### src/rtl/core/pchipu_pkg.sv
// Package for the PCHIP upsampler: sizes, register indexes, controller states
// and the command word from the controller to the datapath. No dependencies.
package pchipu_pkg;

   // Sample format and derived widths.
   localparam int VALUE_WIDTH = 32;
   localparam int FRAC_BITS   = 16;
   localparam int MAX_BETWEEN = 30;
   localparam int PB_W        = 5;
   localparam int FT_W        = 16;
   localparam int DIFF_W      = VALUE_WIDTH + 1;
   localparam int MAG_W       = DIFF_W;
   localparam int SUM_W       = MAG_W + 1;
   localparam int PROD_W      = 2 * MAG_W;
   localparam int ACC_W       = VALUE_WIDTH + 8;
   localparam int T_W         = FRAC_BITS + 1;
   localparam int TNUM_W      = FRAC_BITS + 2;
   localparam int TDIV_W      = PB_W + 1;
   localparam int CNT_W       = $clog2(PROD_W + 1);

   // Configuration port.
   localparam int CSR_ADDR_W = 1;
   localparam int CSR_DATA_W = FT_W;
   localparam logic [CSR_ADDR_W-1:0] CSR_POINTS_BETWEEN = 1'b0;
   localparam logic [CSR_ADDR_W-1:0] CSR_FLAT_THRESHOLD = 1'b1;

   // Which interval is being emitted, and what follows it.
   typedef enum logic [1:0] {
      PH_LIN,
      PH_FIRST,
      PH_LAST,
      PH_END
   } phase_type;

   typedef enum logic [3:0] {
      ST_IDLE,
      ST_MPREP,
      ST_MUL,
      ST_DIV,
      ST_MDONE,
      ST_SETUP,
      ST_TDIV,
      ST_COEF,
      ST_HMUL,
      ST_HADD,
      ST_FLOAD,
      ST_OUT
   } state_type;

   // Commands from the controller to the datapath.
   typedef struct packed {
      logic       load_sample;
      logic       mid_init;
      logic       mul_step;
      logic       div_step;
      logic       mid_done;
      logic       setup;
      phase_type  kind;
      logic       use_end;
      logic       tdiv_step;
      logic       coef;
      logic       hmul;
      logic       hadd;
      logic [1:0] hstep;
      logic       final_load;
      logic       t_adv;
   } cmd_type;

endpackage

### src/rtl/core/pchipu_dp.sv
// Datapath of the PCHIP upsampler: sample and difference windows, serial
// harmonic-mean unit, position divider and Horner evaluator. Uses pchipu_pkg.
module pchipu_dp (
   input  logic                               clock,
   input  pchipu_pkg::cmd_type                cmd,
   input  logic [pchipu_pkg::VALUE_WIDTH-1:0] sample_value,
   input  logic [pchipu_pkg::PB_W-1:0]        p,
   input  logic [pchipu_pkg::FT_W-1:0]        flat_threshold,
   output logic [pchipu_pkg::VALUE_WIDTH-1:0] out_value,
   output logic                               out_last
);
   import pchipu_pkg::*;

   // One-sided shape-preserving end slope.
   function automatic logic signed [ACC_W-1:0] end_slope(
      input logic signed [ACC_W-1:0] near,
      input logic signed [ACC_W-1:0] far
   );
      logic signed [ACC_W-1:0] n3;
      logic signed [ACC_W-1:0] v;
      logic signed [ACC_W-1:0] q;
      logic [ACC_W-1:0]        mq;
      logic [ACC_W-1:0]        mn3;
      logic                    sgn_qn;
      logic                    sgn_nf;
      n3  = near + near + near;
      v   = n3 - far;
      q   = (v + $signed(ACC_W'(v < 0))) >>> 1;
      mq  = (q < 0) ? -q : q;
      mn3 = (n3 < 0) ? -n3 : n3;
      sgn_qn = ((q < 0) != (near < 0)) || ((q == 0) != (near == 0));
      sgn_nf = ((near < 0) != (far < 0)) || ((near == 0) != (far == 0));
      if (sgn_qn) begin
         return '0;
      end else if ((mq > mn3) && sgn_nf) begin
         return n3;
      end
      return q;
   endfunction

   // Windows and slope state.
   logic signed [VALUE_WIDTH-1:0] sw0_ff, sw1_ff, sw2_ff;
   logic signed [DIFF_W-1:0]      dw0_ff, dw1_ff;
   logic signed [ACC_W-1:0]       pending_ff;
   logic signed [ACC_W-1:0]       dm_ff;

   // Harmonic-mean unit.
   logic [PROD_W-1:0] mcand_ff;
   logic [MAG_W-1:0]  mplier_ff;
   logic [PROD_W-1:0] prod_ff;
   logic [SUM_W-1:0]  z_ff;
   logic [SUM_W-1:0]  rem_ff;
   logic [SUM_W-1:0]  quo_ff;
   logic              zero_ff;
   logic              neg_ff;

   // Interval and Horner registers.
   logic signed [ACC_W-1:0] y_ff, d0_ff, d1_ff, delta_ff;
   logic signed [ACC_W-1:0] c3_ff, c2_ff, acc_ff;
   logic [ACC_W+T_W-1:0]    hprod_ff;
   logic                    hneg_ff;

   // Position stepping.
   logic [TNUM_W-1:0] tnum_ff;
   logic [TDIV_W-1:0] trem_ff;
   logic [T_W-1:0]    tq_ff;
   logic [T_W-1:0]    t_ff;
   logic [TDIV_W-1:0] tr_ff;

   logic [VALUE_WIDTH-1:0] out_value_ff;
   logic                   out_last_ff;

   // Combinational helpers.
   logic signed [ACC_W-1:0] a_ext, b_ext;
   logic [MAG_W-1:0]        ma, mb;
   logic [SUM_W:0]          div_trial;
   logic                    div_ge;
   logic [SUM_W-1:0]        q_round;
   logic [PB_W-1:0]         m_pts;
   logic [TDIV_W-1:0]       two_m;
   logic [TDIV_W:0]         t_trial;
   logic                    t_ge;
   logic [TDIV_W:0]         tr_sum;
   logic signed [ACC_W-1:0] sel_y, sel_d0, sel_d1, sel_delta;
   logic [ACC_W-1:0]        acc_mag;
   logic [ACC_W+T_W-1:0]    hround;
   logic signed [ACC_W-1:0] hterm, haddend, hsum;
   logic                    sat_ovf;
   logic [VALUE_WIDTH-1:0]  sat_val;

   // Magnitudes and trial subtractions.
   always_comb begin
      a_ext  = ACC_W'(dw0_ff);
      b_ext  = ACC_W'(dw1_ff);
      ma     = (dw0_ff < 0) ? MAG_W'(-dw0_ff) : MAG_W'(dw0_ff);
      mb     = (dw1_ff < 0) ? MAG_W'(-dw1_ff) : MAG_W'(dw1_ff);
      div_trial = {rem_ff, prod_ff[PROD_W-1]};
      div_ge    = div_trial >= {1'b0, z_ff};
      q_round   = quo_ff + SUM_W'({rem_ff, 1'b0} >= {1'b0, z_ff});
      m_pts     = p + PB_W'(1);
      two_m     = {m_pts, 1'b0};
      t_trial   = {trem_ff, tnum_ff[TNUM_W-1]};
      t_ge      = t_trial >= {1'b0, two_m};
      tr_sum    = {1'b0, tr_ff} + {1'b0, trem_ff};
   end

   // Interval endpoints and slopes by kind.
   always_comb begin
      sel_y     = ACC_W'(sw1_ff);
      sel_d0    = b_ext;
      sel_d1    = b_ext;
      sel_delta = b_ext;
      unique case (cmd.kind)
         PH_LIN: begin
            sel_y = ACC_W'(sw1_ff);
         end
         PH_FIRST: begin
            sel_y     = ACC_W'(sw0_ff);
            sel_d0    = cmd.use_end ? end_slope(a_ext, b_ext) : pending_ff;
            sel_d1    = dm_ff;
            sel_delta = a_ext;
         end
         PH_LAST: begin
            sel_d0 = dm_ff;
            sel_d1 = end_slope(b_ext, a_ext);
         end
         PH_END: begin
            sel_y = ACC_W'(sw1_ff);
         end
      endcase
   end

   // Horner step: rounded product plus coefficient, then saturation.
   always_comb begin
      acc_mag = (acc_ff < 0) ? -acc_ff : acc_ff;
      hround  = (hprod_ff + (ACC_W+T_W)'(1 << (FRAC_BITS - 1))) >> FRAC_BITS;
      hterm   = hneg_ff ? -ACC_W'(hround) : ACC_W'(hround);
      unique case (cmd.hstep)
         2'd0:    haddend = c2_ff;
         2'd1:    haddend = d0_ff;
         default: haddend = y_ff;
      endcase
      hsum    = haddend + hterm;
      sat_ovf = !((&hsum[ACC_W-1:VALUE_WIDTH-1]) || !(|hsum[ACC_W-1:VALUE_WIDTH-1]));
      sat_val = sat_ovf ? {hsum[ACC_W-1], {(VALUE_WIDTH-1){~hsum[ACC_W-1]}}}
                        : hsum[VALUE_WIDTH-1:0];
   end

   // Datapath registers, each updated under its command.
   always_ff @(posedge clock) begin
      if (cmd.load_sample) begin
         sw0_ff <= sw1_ff;
         sw1_ff <= sw2_ff;
         sw2_ff <= sample_value;
         dw0_ff <= dw1_ff;
         dw1_ff <= DIFF_W'(signed'(sample_value)) - DIFF_W'(sw2_ff);
      end
      if (cmd.mid_init) begin
         z_ff      <= SUM_W'(ma) + SUM_W'(mb);
         mcand_ff  <= PROD_W'({ma, 1'b0});
         mplier_ff <= mb;
         prod_ff   <= '0;
         rem_ff    <= '0;
         quo_ff    <= '0;
         zero_ff   <= (ma < MAG_W'(flat_threshold)) || (mb < MAG_W'(flat_threshold)) ||
                      ((dw0_ff < 0) != (dw1_ff < 0)) || (dw0_ff == 0) || (dw1_ff == 0);
         neg_ff    <= dw0_ff < 0;
      end
      if (cmd.mul_step) begin
         if (mplier_ff[0]) begin
            prod_ff <= prod_ff + mcand_ff;
         end
         mcand_ff  <= mcand_ff << 1;
         mplier_ff <= mplier_ff >> 1;
      end
      if (cmd.div_step) begin
         rem_ff  <= div_ge ? SUM_W'(div_trial - {1'b0, z_ff}) : SUM_W'(div_trial);
         prod_ff <= prod_ff << 1;
         quo_ff  <= {quo_ff[SUM_W-2:0], div_ge};
      end
      if (cmd.mid_done) begin
         dm_ff <= zero_ff ? '0 : (neg_ff ? -ACC_W'(q_round) : ACC_W'(q_round));
      end
      if (cmd.setup) begin
         y_ff     <= sel_y;
         d0_ff    <= sel_d0;
         d1_ff    <= sel_d1;
         delta_ff <= sel_delta;
         if (cmd.kind == PH_FIRST) begin
            pending_ff <= dm_ff;
         end
         tnum_ff <= TNUM_W'(1) << (FRAC_BITS + 1);
         trem_ff <= '0;
         tq_ff   <= '0;
      end
      if (cmd.tdiv_step) begin
         trem_ff <= t_ge ? TDIV_W'(t_trial - {1'b0, two_m}) : TDIV_W'(t_trial);
         tnum_ff <= tnum_ff << 1;
         tq_ff   <= {tq_ff[T_W-2:0], t_ge};
      end
      if (cmd.coef) begin
         c3_ff  <= d0_ff + d1_ff - (delta_ff <<< 1);
         c2_ff  <= delta_ff + (delta_ff <<< 1) - (d0_ff <<< 1) - d1_ff;
         acc_ff <= d0_ff + d1_ff - (delta_ff <<< 1);
         t_ff   <= '0;
         tr_ff  <= TDIV_W'(m_pts);
      end
      if (cmd.hmul) begin
         hneg_ff  <= acc_ff < 0;
         hprod_ff <= acc_mag * t_ff;
      end
      if (cmd.hadd) begin
         acc_ff <= hsum;
         if (cmd.hstep == 2'd2) begin
            out_value_ff <= sat_val;
            out_last_ff  <= 1'b0;
         end
      end
      if (cmd.t_adv) begin
         acc_ff <= c3_ff;
         if (tr_sum >= {1'b0, two_m}) begin
            tr_ff <= TDIV_W'(tr_sum - {1'b0, two_m});
            t_ff  <= t_ff + tq_ff + T_W'(1);
         end else begin
            tr_ff <= TDIV_W'(tr_sum);
            t_ff  <= t_ff + tq_ff;
         end
      end
      if (cmd.final_load) begin
         out_value_ff <= sw2_ff;
         out_last_ff  <= 1'b1;
      end
   end

   assign out_value = out_value_ff;
   assign out_last  = out_last_ff;

endmodule

### src/rtl/core/pchipu_ctrl.sv
// Controller of the PCHIP upsampler: sequence tracking, step counters and the
// state machine that issues datapath commands. Uses pchipu_pkg.
module pchipu_ctrl (
   input  logic                        clock,
   input  logic                        reset,
   input  logic                        req_tvalid,
   input  logic                        req_tlast,
   output logic                        req_tready,
   output logic                        rsp_tvalid,
   input  logic                        rsp_tready,
   input  logic [pchipu_pkg::PB_W-1:0] p,
   output pchipu_pkg::cmd_type         cmd
);
   import pchipu_pkg::*;

   state_type       state_ff, state_in;
   phase_type       phase_ff, phase_in;
   logic [1:0]      seen_ff, seen_in;
   logic            last_ff, last_in;
   logic            use_end_ff, use_end_in;
   logic [CNT_W-1:0] cnt_ff, cnt_in;
   logic [1:0]      hstep_ff, hstep_in;
   logic [PB_W-1:0] j_ff, j_in;

   // State and counter registers.
   always_ff @(posedge clock) begin
      if (reset) begin
         state_ff   <= ST_IDLE;
         phase_ff   <= PH_END;
         seen_ff    <= 2'd0;
         last_ff    <= 1'b0;
         use_end_ff <= 1'b0;
         cnt_ff     <= '0;
         hstep_ff   <= 2'd0;
         j_ff       <= '0;
      end else begin
         state_ff   <= state_in;
         phase_ff   <= phase_in;
         seen_ff    <= seen_in;
         last_ff    <= last_in;
         use_end_ff <= use_end_in;
         cnt_ff     <= cnt_in;
         hstep_ff   <= hstep_in;
         j_ff       <= j_in;
      end
   end

   // Next state and commands.
   always_comb begin
      state_in   = state_ff;
      phase_in   = phase_ff;
      seen_in    = seen_ff;
      last_in    = last_ff;
      use_end_in = use_end_ff;
      cnt_in     = cnt_ff;
      hstep_in   = hstep_ff;
      j_in       = j_ff;
      req_tready = 1'b0;
      rsp_tvalid = 1'b0;
      cmd        = '0;
      cmd.kind    = phase_ff;
      cmd.use_end = use_end_ff;
      cmd.hstep   = hstep_ff;

      unique case (state_ff)
         ST_IDLE: begin
            req_tready = 1'b1;
            if (req_tvalid) begin
               cmd.load_sample = 1'b1;
               last_in    = req_tlast;
               use_end_in = seen_ff == 2'd2;
               unique case (seen_ff)
                  2'd0: begin
                     if (req_tlast) begin
                        state_in = ST_FLOAD;
                        phase_in = PH_END;
                        seen_in  = 2'd0;
                     end else begin
                        seen_in = 2'd1;
                     end
                  end
                  2'd1: begin
                     if (req_tlast) begin
                        state_in = ST_SETUP;
                        phase_in = PH_LIN;
                        seen_in  = 2'd0;
                     end else begin
                        seen_in = 2'd2;
                     end
                  end
                  default: begin
                     state_in = ST_MPREP;
                     phase_in = PH_FIRST;
                     seen_in  = req_tlast ? 2'd0 : 2'd3;
                  end
               endcase
            end
         end
         ST_MPREP: begin
            cmd.mid_init = 1'b1;
            cnt_in   = '0;
            state_in = ST_MUL;
         end
         ST_MUL: begin
            cmd.mul_step = 1'b1;
            cnt_in = cnt_ff + CNT_W'(1);
            if (cnt_ff == CNT_W'(MAG_W - 1)) begin
               cnt_in   = '0;
               state_in = ST_DIV;
            end
         end
         ST_DIV: begin
            cmd.div_step = 1'b1;
            cnt_in = cnt_ff + CNT_W'(1);
            if (cnt_ff == CNT_W'(PROD_W - 1)) begin
               cnt_in   = '0;
               state_in = ST_MDONE;
            end
         end
         ST_MDONE: begin
            cmd.mid_done = 1'b1;
            state_in = ST_SETUP;
         end
         ST_SETUP: begin
            cmd.setup = 1'b1;
            cnt_in   = '0;
            state_in = ST_TDIV;
         end
         ST_TDIV: begin
            cmd.tdiv_step = 1'b1;
            cnt_in = cnt_ff + CNT_W'(1);
            if (cnt_ff == CNT_W'(TNUM_W - 1)) begin
               cnt_in   = '0;
               state_in = ST_COEF;
            end
         end
         ST_COEF: begin
            cmd.coef = 1'b1;
            j_in     = '0;
            hstep_in = 2'd0;
            state_in = ST_HMUL;
         end
         ST_HMUL: begin
            cmd.hmul = 1'b1;
            state_in = ST_HADD;
         end
         ST_HADD: begin
            cmd.hadd = 1'b1;
            if (hstep_ff == 2'd2) begin
               state_in = ST_OUT;
            end else begin
               hstep_in = hstep_ff + 2'd1;
               state_in = ST_HMUL;
            end
         end
         ST_FLOAD: begin
            cmd.final_load = 1'b1;
            phase_in = PH_END;
            state_in = ST_OUT;
         end
         ST_OUT: begin
            rsp_tvalid = 1'b1;
            if (rsp_tready) begin
               if (phase_ff == PH_END) begin
                  state_in = ST_IDLE;
               end else begin
                  cmd.t_adv = 1'b1;
                  hstep_in  = 2'd0;
                  if (j_ff == p) begin
                     unique case (phase_ff)
                        PH_LIN, PH_LAST: begin
                           state_in = ST_FLOAD;
                        end
                        PH_FIRST: begin
                           if (last_ff) begin
                              phase_in = PH_LAST;
                              state_in = ST_SETUP;
                           end else begin
                              state_in = ST_IDLE;
                           end
                        end
                        PH_END: begin
                           state_in = ST_IDLE;
                        end
                     endcase
                  end else begin
                     j_in     = j_ff + PB_W'(1);
                     state_in = ST_HMUL;
                  end
               end
            end
         end
         default: begin
            state_in = ST_IDLE;
         end
      endcase
   end

`ifndef SYNTHESIS
   // A stalled result keeps the block in the output state.
   a_out_hold: assert property (@(posedge clock) disable iff (reset)
      (state_ff == ST_OUT && !rsp_tready) |=> state_ff == ST_OUT)
      else $error("output state left while the word was stalled");

   // The last sample of a sequence returns the sequence tracker to empty.
   a_seq_end: assert property (@(posedge clock) disable iff (reset)
      (req_tvalid && req_tready && req_tlast) |=> seen_ff == 2'd0)
      else $error("sequence count not cleared after the last sample");

   // Horner step counter stays within the three steps.
   a_hstep: assert property (@(posedge clock) disable iff (reset)
      hstep_ff != 2'd3)
      else $error("Horner step counter out of range");

   // The point index never passes the number of points in an interval.
   a_point_idx: assert property (@(posedge clock) disable iff (reset)
      (state_ff == ST_HMUL) |-> j_ff <= p)
      else $error("point index beyond the interval");
`endif

endmodule

### src/rtl/core/pchip_upsampler_core.sv
// Top level of the PCHIP upsampler: configuration registers, controller and
// datapath. Uses pchipu_pkg, pchipu_ctrl and pchipu_dp.
//
// Takes one Q16.16 sample per word and emits points_between+1 interpolated
// points per interval, with points_between limited to 30, then the final
// sample with rsp_tlast set. One sample is worked on at a time. The first
// sample of a sequence is only loaded, and so is the second unless it ends the
// sequence: a lone sample is sent straight back as the final sample, and a
// closing second sample runs the position divider and one linear interval
// first. Every later sample runs the harmonic-mean slope unit (serial multiply,
// serial divide and control), then the position divider, then for each output
// point three Horner multiply and add pairs plus the output word. The last
// sample adds a second interval and then the final sample. The serial divider
// and the shared Horner multiplier set the pace.
module pchip_upsampler_core (
   input  logic                               clock,
   input  logic                               reset,
   // tdata: sample_value[31:0]
   input  logic [pchipu_pkg::VALUE_WIDTH-1:0] req_tdata,
   input  logic                               req_tlast,
   input  logic                               req_tvalid,
   output logic                               req_tready,
   // tdata: out_value[31:0]
   output logic [pchipu_pkg::VALUE_WIDTH-1:0] rsp_tdata,
   output logic                               rsp_tlast,
   output logic                               rsp_tvalid,
   input  logic                               rsp_tready,
   input  logic                               csr_we,
   input  logic [pchipu_pkg::CSR_ADDR_W-1:0]  csr_addr,
   input  logic [pchipu_pkg::CSR_DATA_W-1:0]  csr_wdata
);
   import pchipu_pkg::*;

   logic [PB_W-1:0] points_between_ff;
   logic [FT_W-1:0] flat_threshold_ff;
   logic [PB_W-1:0] p_clamped;
   cmd_type         cmd;

   // Configuration registers.
   always_ff @(posedge clock) begin
      if (reset) begin
         points_between_ff <= PB_W'(4);
         flat_threshold_ff <= FT_W'(1);
      end else if (csr_we) begin
         unique case (csr_addr)
            CSR_POINTS_BETWEEN: points_between_ff <= csr_wdata[PB_W-1:0];
            CSR_FLAT_THRESHOLD: flat_threshold_ff <= csr_wdata[FT_W-1:0];
         endcase
      end
   end

   // Points per interval are limited so a step gives at most 63 words.
   assign p_clamped = (points_between_ff > PB_W'(MAX_BETWEEN)) ? PB_W'(MAX_BETWEEN)
                                                              : points_between_ff;

   pchipu_ctrl u_ctrl (
      .clock      (clock),
      .reset      (reset),
      .req_tvalid (req_tvalid),
      .req_tlast  (req_tlast),
      .req_tready (req_tready),
      .rsp_tvalid (rsp_tvalid),
      .rsp_tready (rsp_tready),
      .p          (p_clamped),
      .cmd        (cmd)
   );

   pchipu_dp u_dp (
      .clock          (clock),
      .cmd            (cmd),
      .sample_value   (req_tdata),
      .p              (p_clamped),
      .flat_threshold (flat_threshold_ff),
      .out_value      (rsp_tdata),
      .out_last       (rsp_tlast)
   );

endmodule

### config.mk
export PLATFORM = sky130hd
export DESIGN_NAME = pchip_upsampler_core
export DESIGN_NICKNAME = d
export VERILOG_FILES = /design/src/rtl/core/pchipu_pkg.sv /design/src/rtl/core/pchipu_dp.sv /design/src/rtl/core/pchipu_ctrl.sv /design/src/rtl/core/pchip_upsampler_core.sv
export SDC_FILE = /design/constraint.sdc
export NUM_CORES = 2
export LEC_CHECK = 0
export BUFFER_PORTS_ARGS = -buffer_cell sky130_fd_sc_hd__buf_2
export CAP_MARGIN = 25
export CORE_UTILIZATION = 45
export CTS_CLUSTER_DIAMETER = 50
export CTS_CLUSTER_SIZE = 40
export DETAILED_ROUTE_END_ITERATION = 8
export PLACE_DENSITY = 0.67
export SYNTH_ARGS = -nofsm -noshare
export SYNTH_HDL_FRONTEND = slang
export SYNTH_HIERARCHICAL = 1
export SYNTH_SLANG_ARGS = --single-unit
### constraint.sdc
create_clock -name clock -period 15.33 [get_ports clock]
set_input_delay 3.066 -clock clock [delete_from_list [all_inputs] [get_ports clock]]
set_output_delay 3.066 -clock clock [all_outputs]
set_load 0.05 [all_outputs]
==> results.txt <==
- Including well taps, the total number of placed cells is 13.4k.
- Max H-tree Level: 4
- The run finished with clean final reports.
- The library cell used most frequently in the layout, excluding fill and tap cells, is sky130_fd_sc_hd__nand2_1.
- Per-instance average area after synthesis: 9.15 sq um
- Critical setup path kind: flip-flop to flip-flop
- After routing, the total negative slack on setup checks comes to 0 ps.
- Wire length reported by the detailed router: 318 mm
- Of the cells placed in the final design, the portion with a size suffix greater than 1 is 0.0759.
- The worst path needs 13180 ps of the cycle, external delays included.
- DRT antenna net count: 0
- In this run the vertical extent of the chip is 467 microns.
- The most used flip-flop cell after synthesis is sky130_fd_sc_hd__edfxtp_1.
- Setup violations remaining at the end of the flow were counted as 0.
- At the end of the flow the core is filled with cells to 0.494.
- TritonCTS built the clock tree.
- CTS saw 942 sinks.
- Count of vias placed by the detailed router: 79.3k
* Router iterations before antenna repair: 9
* Number of failing hold endpoints at the final stage: 0
- The number of buffers and inverters on the critical path is 2.
- In the finished design, the share of the clock period the worst path needs comes to 0.860.
* Core Rows: 170
* Mapped cell area: 0.0973 sq mm
- Buffers added to address setup during post-CTS repair amount to 0.
* # DRC: 0
* Standard cell area after detailed placement: 0.102 sq mm
- For this run, the top clock speed supported by timing is 75.9 MHz.
- Using the TritonRoute via totals, the vias-per-cell ratio works out to 5.82.
- Routability-driven placement congestion ratio: 0.993
* Initial antenna violation count: 15
- R2R setup slack: 2150 ps
- Hold buffers post-CTS: 0
- For this run, the total global-route usage over all layers was measured as 0.290.
* Req. time, crit path: 15970 ps
- Die Width: 467 microns
- The cell sitting at the root of the clock tree is a sky130_fd_sc_hd__clkbuf_16.
* Core ar.: 0.215 sq mm
* Dpl hpwl: 253 mm
- Max-cap violations: 0
- STA classifies the critical path startpoint as a flip-flop.
- Setup repair after global routing left no endpoint under its margin.
- Seq cells post-synth: 942
* Clock transition at the register clock pins on the worst setup and hold paths after CTS: 70 ps
* Average routed wire per standard cell: 23.3 microns
- Overall die area: 0.218 sq mm
- In this run the deepest clock path goes through 3 buffers.
- Post-CTS repair changed the size of 0 cells.
- The synthesized design contains 829 enable-type register cells.
- The min-delay analysis places its worst path in the category flip-flop to flip-flop.
- Relative max-transition margin: 0.211
- Post-layout net count: 12.2k
- Counting flops with an async set or reset pin after synthesis yields a share of 0.
- Max Slew Vio Count: 0
- Cell with the largest stage delay on the worst path: sky130_fd_sc_hd__a221oi_2
* Max stage delay on crit path: 830 ps
- Violation count after the first detailed-routing iteration: 6619
* Clock latency on the worst-skew pair: 820 ps
- After synthesis, the netlist uses 115 different library cells.
- For the pin with the worst max-slew slack, the measured transition is 1180 ps.
- Number of port buffers: 89
* Count of warnings emitted by yosys: 6
- Entering global routing, the biggest net connects 167 pins.
- STA classifies the critical path endpoint as a flip-flop.
* GRT Residual Overflow: 0
* Number of top-level pins: 90
- Worst path most repeated cell: sky130_fd_sc_hd__a21oi_1
* Highest-count cells in the layout ignoring fill and taps: sky130_fd_sc_hd__nand2_1 (1242), sky130_fd_sc_hd__inv_1 (1153), sky130_fd_sc_hd__edfxtp_1 (829), sky130_fd_sc_hd__ha_1 (770), sky130_fd_sc_hd__fa_1 (686)
- Crit path DAT: 13810 ps
* Gate count after technology mapping: 10.6k
- Relative to the synthesized area, the layout overhead comes to 9.10%.
- The number of global-route vias before repair is 80.2k.
- Finished layout cell area: 0.106 sq mm
* Fin cells: 13.6k
- Category of cells accounting for the largest share of critical-path delay: simple AND/OR/NAND/NOR gates
* Global-route wire length before repair: 484 mm
- In this run, CTS created clock tree buffers numbering 133.
- Filler cells: 19.9k
* Sequential area share after synthesis: 0.279
- Critical-path maximum fanout: 37
- For this configuration, the core starts out at a cell density of 0.453.
- Clock Skew: 56.6 ps
[cell type report]
cell class                      instances  area (sq um)  area share
Tap cell                             2838          3550      0.0334
Antenna cell                            8          20.0    0.000189
Inverter                             1162          4370      0.0411
Multi-Input combinational cell       8140         64600       0.608
Clock inverter                         94          1070      0.0101
Sequential cell                       942         27200       0.256
Timing Repair Buffer                  279          1920      0.0181
Clock buffer                          149          3510      0.0331
[per-layer routing]
layer	track usage	routed length, microns
met5	0	57
met4	0.119	13200
met3	0.0460	20400
met2	0.487	151000
met1	0.371	133000
[state kept, by name, summed over array words and instances, names as in the netlist, 34 cells and up, named ones only]
name and cells:
u_dp/dm_ff 40, u_dp/d0_ff 40, u_dp/d1_ff 40, u_dp/rem_ff 34, u_dp/acc_ff 40, u_dp/quo_ff 34
u_dp/prod_ff 65, u_dp/c2_ff 40, u_dp/z_ff 34, u_dp/pending_ff 40, u_dp/mcand_ff 65, u_dp/hprod_ff 41
u_dp/c3_ff 40
[per-stage QoR]
stage / hold WS, ps / setup WS, ps
final: 437 / 2150
after global routing: 452 / 1210
after CTS: 434 / 2380
after detailed placement: 433 / 2460
after global placement: 429 / 2500
after floorplan: 417 / 2490
[cells in the mapped netlist, drive strengths merged (28+ instances only)]
library cell / instances / area (sq um)
nand2: 1247 / 4690
inv: 1159 / 4350
edfxtp: 829 / 24900
ha: 772 / 9660
fa: 686 / 13700
nor2: 618 / 2320
a21oi: 611 / 3090
xnor2: 585 / 5120
o21ai: 555 / 2780
clkbuf: 355 / 1330
and2: 297 / 1860
xor2: 279 / 2440
a21o: 264 / 1980
nand3: 205 / 1030
nor3: 180 / 926
nand4: 122 / 763
dfxtp: 113 / 2260
and3: 112 / 701
nor2b: 112 / 708
mux2: 108 / 1220
nand2b: 103 / 644
mux2i: 95 / 967
a31oi: 89 / 557
or3: 88 / 551
a221oi: 79 / 880
o21a: 78 / 586
a211oi: 75 / 578
o31ai: 75 / 573
o21bai: 68 / 510
nor4: 66 / 457
o211ai: 60 / 450
buf: 57 / 332
or2: 39 / 244
or4: 38 / 289
a211o: 28 / 245
[worst register-to-register path: cells and delay by family (launching register included)]
| family | cells | cell delay (ps) |
|---|---|---|
| fa+ha+maj | 3 | 950 |
| buf+inv | 2 | 500 |
| simple gates | 15 | 5490 |
| compound gates | 17 | 4960 |
| flops | 1 | 680 |
| xor+xnor | 1 | 430 |
[cells by family after synthesis]
kind of cell,count (synthesis),synth area share
other cells,2,0.0000772
buf+inv,1574,0.0619
simple gates,3346,0.167
compound gates,2248,0.151
flops,942,0.279
fa+ha+maj,1458,0.240
xor+xnor,865,0.0780
mux,203,0.0224
[worst paths after layout]
kind                   start              end  cells past startpoint
max           u_dp/dw0_ff[0]   u_dp/d0_ff[32]                     38
min          u_dp/sw1_ff[17]  u_dp/sw0_ff[17]                      0
max reg2reg   u_dp/dw0_ff[0]   u_dp/d0_ff[32]                     38
min reg2reg  u_dp/sw1_ff[17]  u_dp/sw0_ff[17]                      0
Power is not shown: default switching activity piles up to over one toggle a cycle in this logic, so the estimate is an artifact.
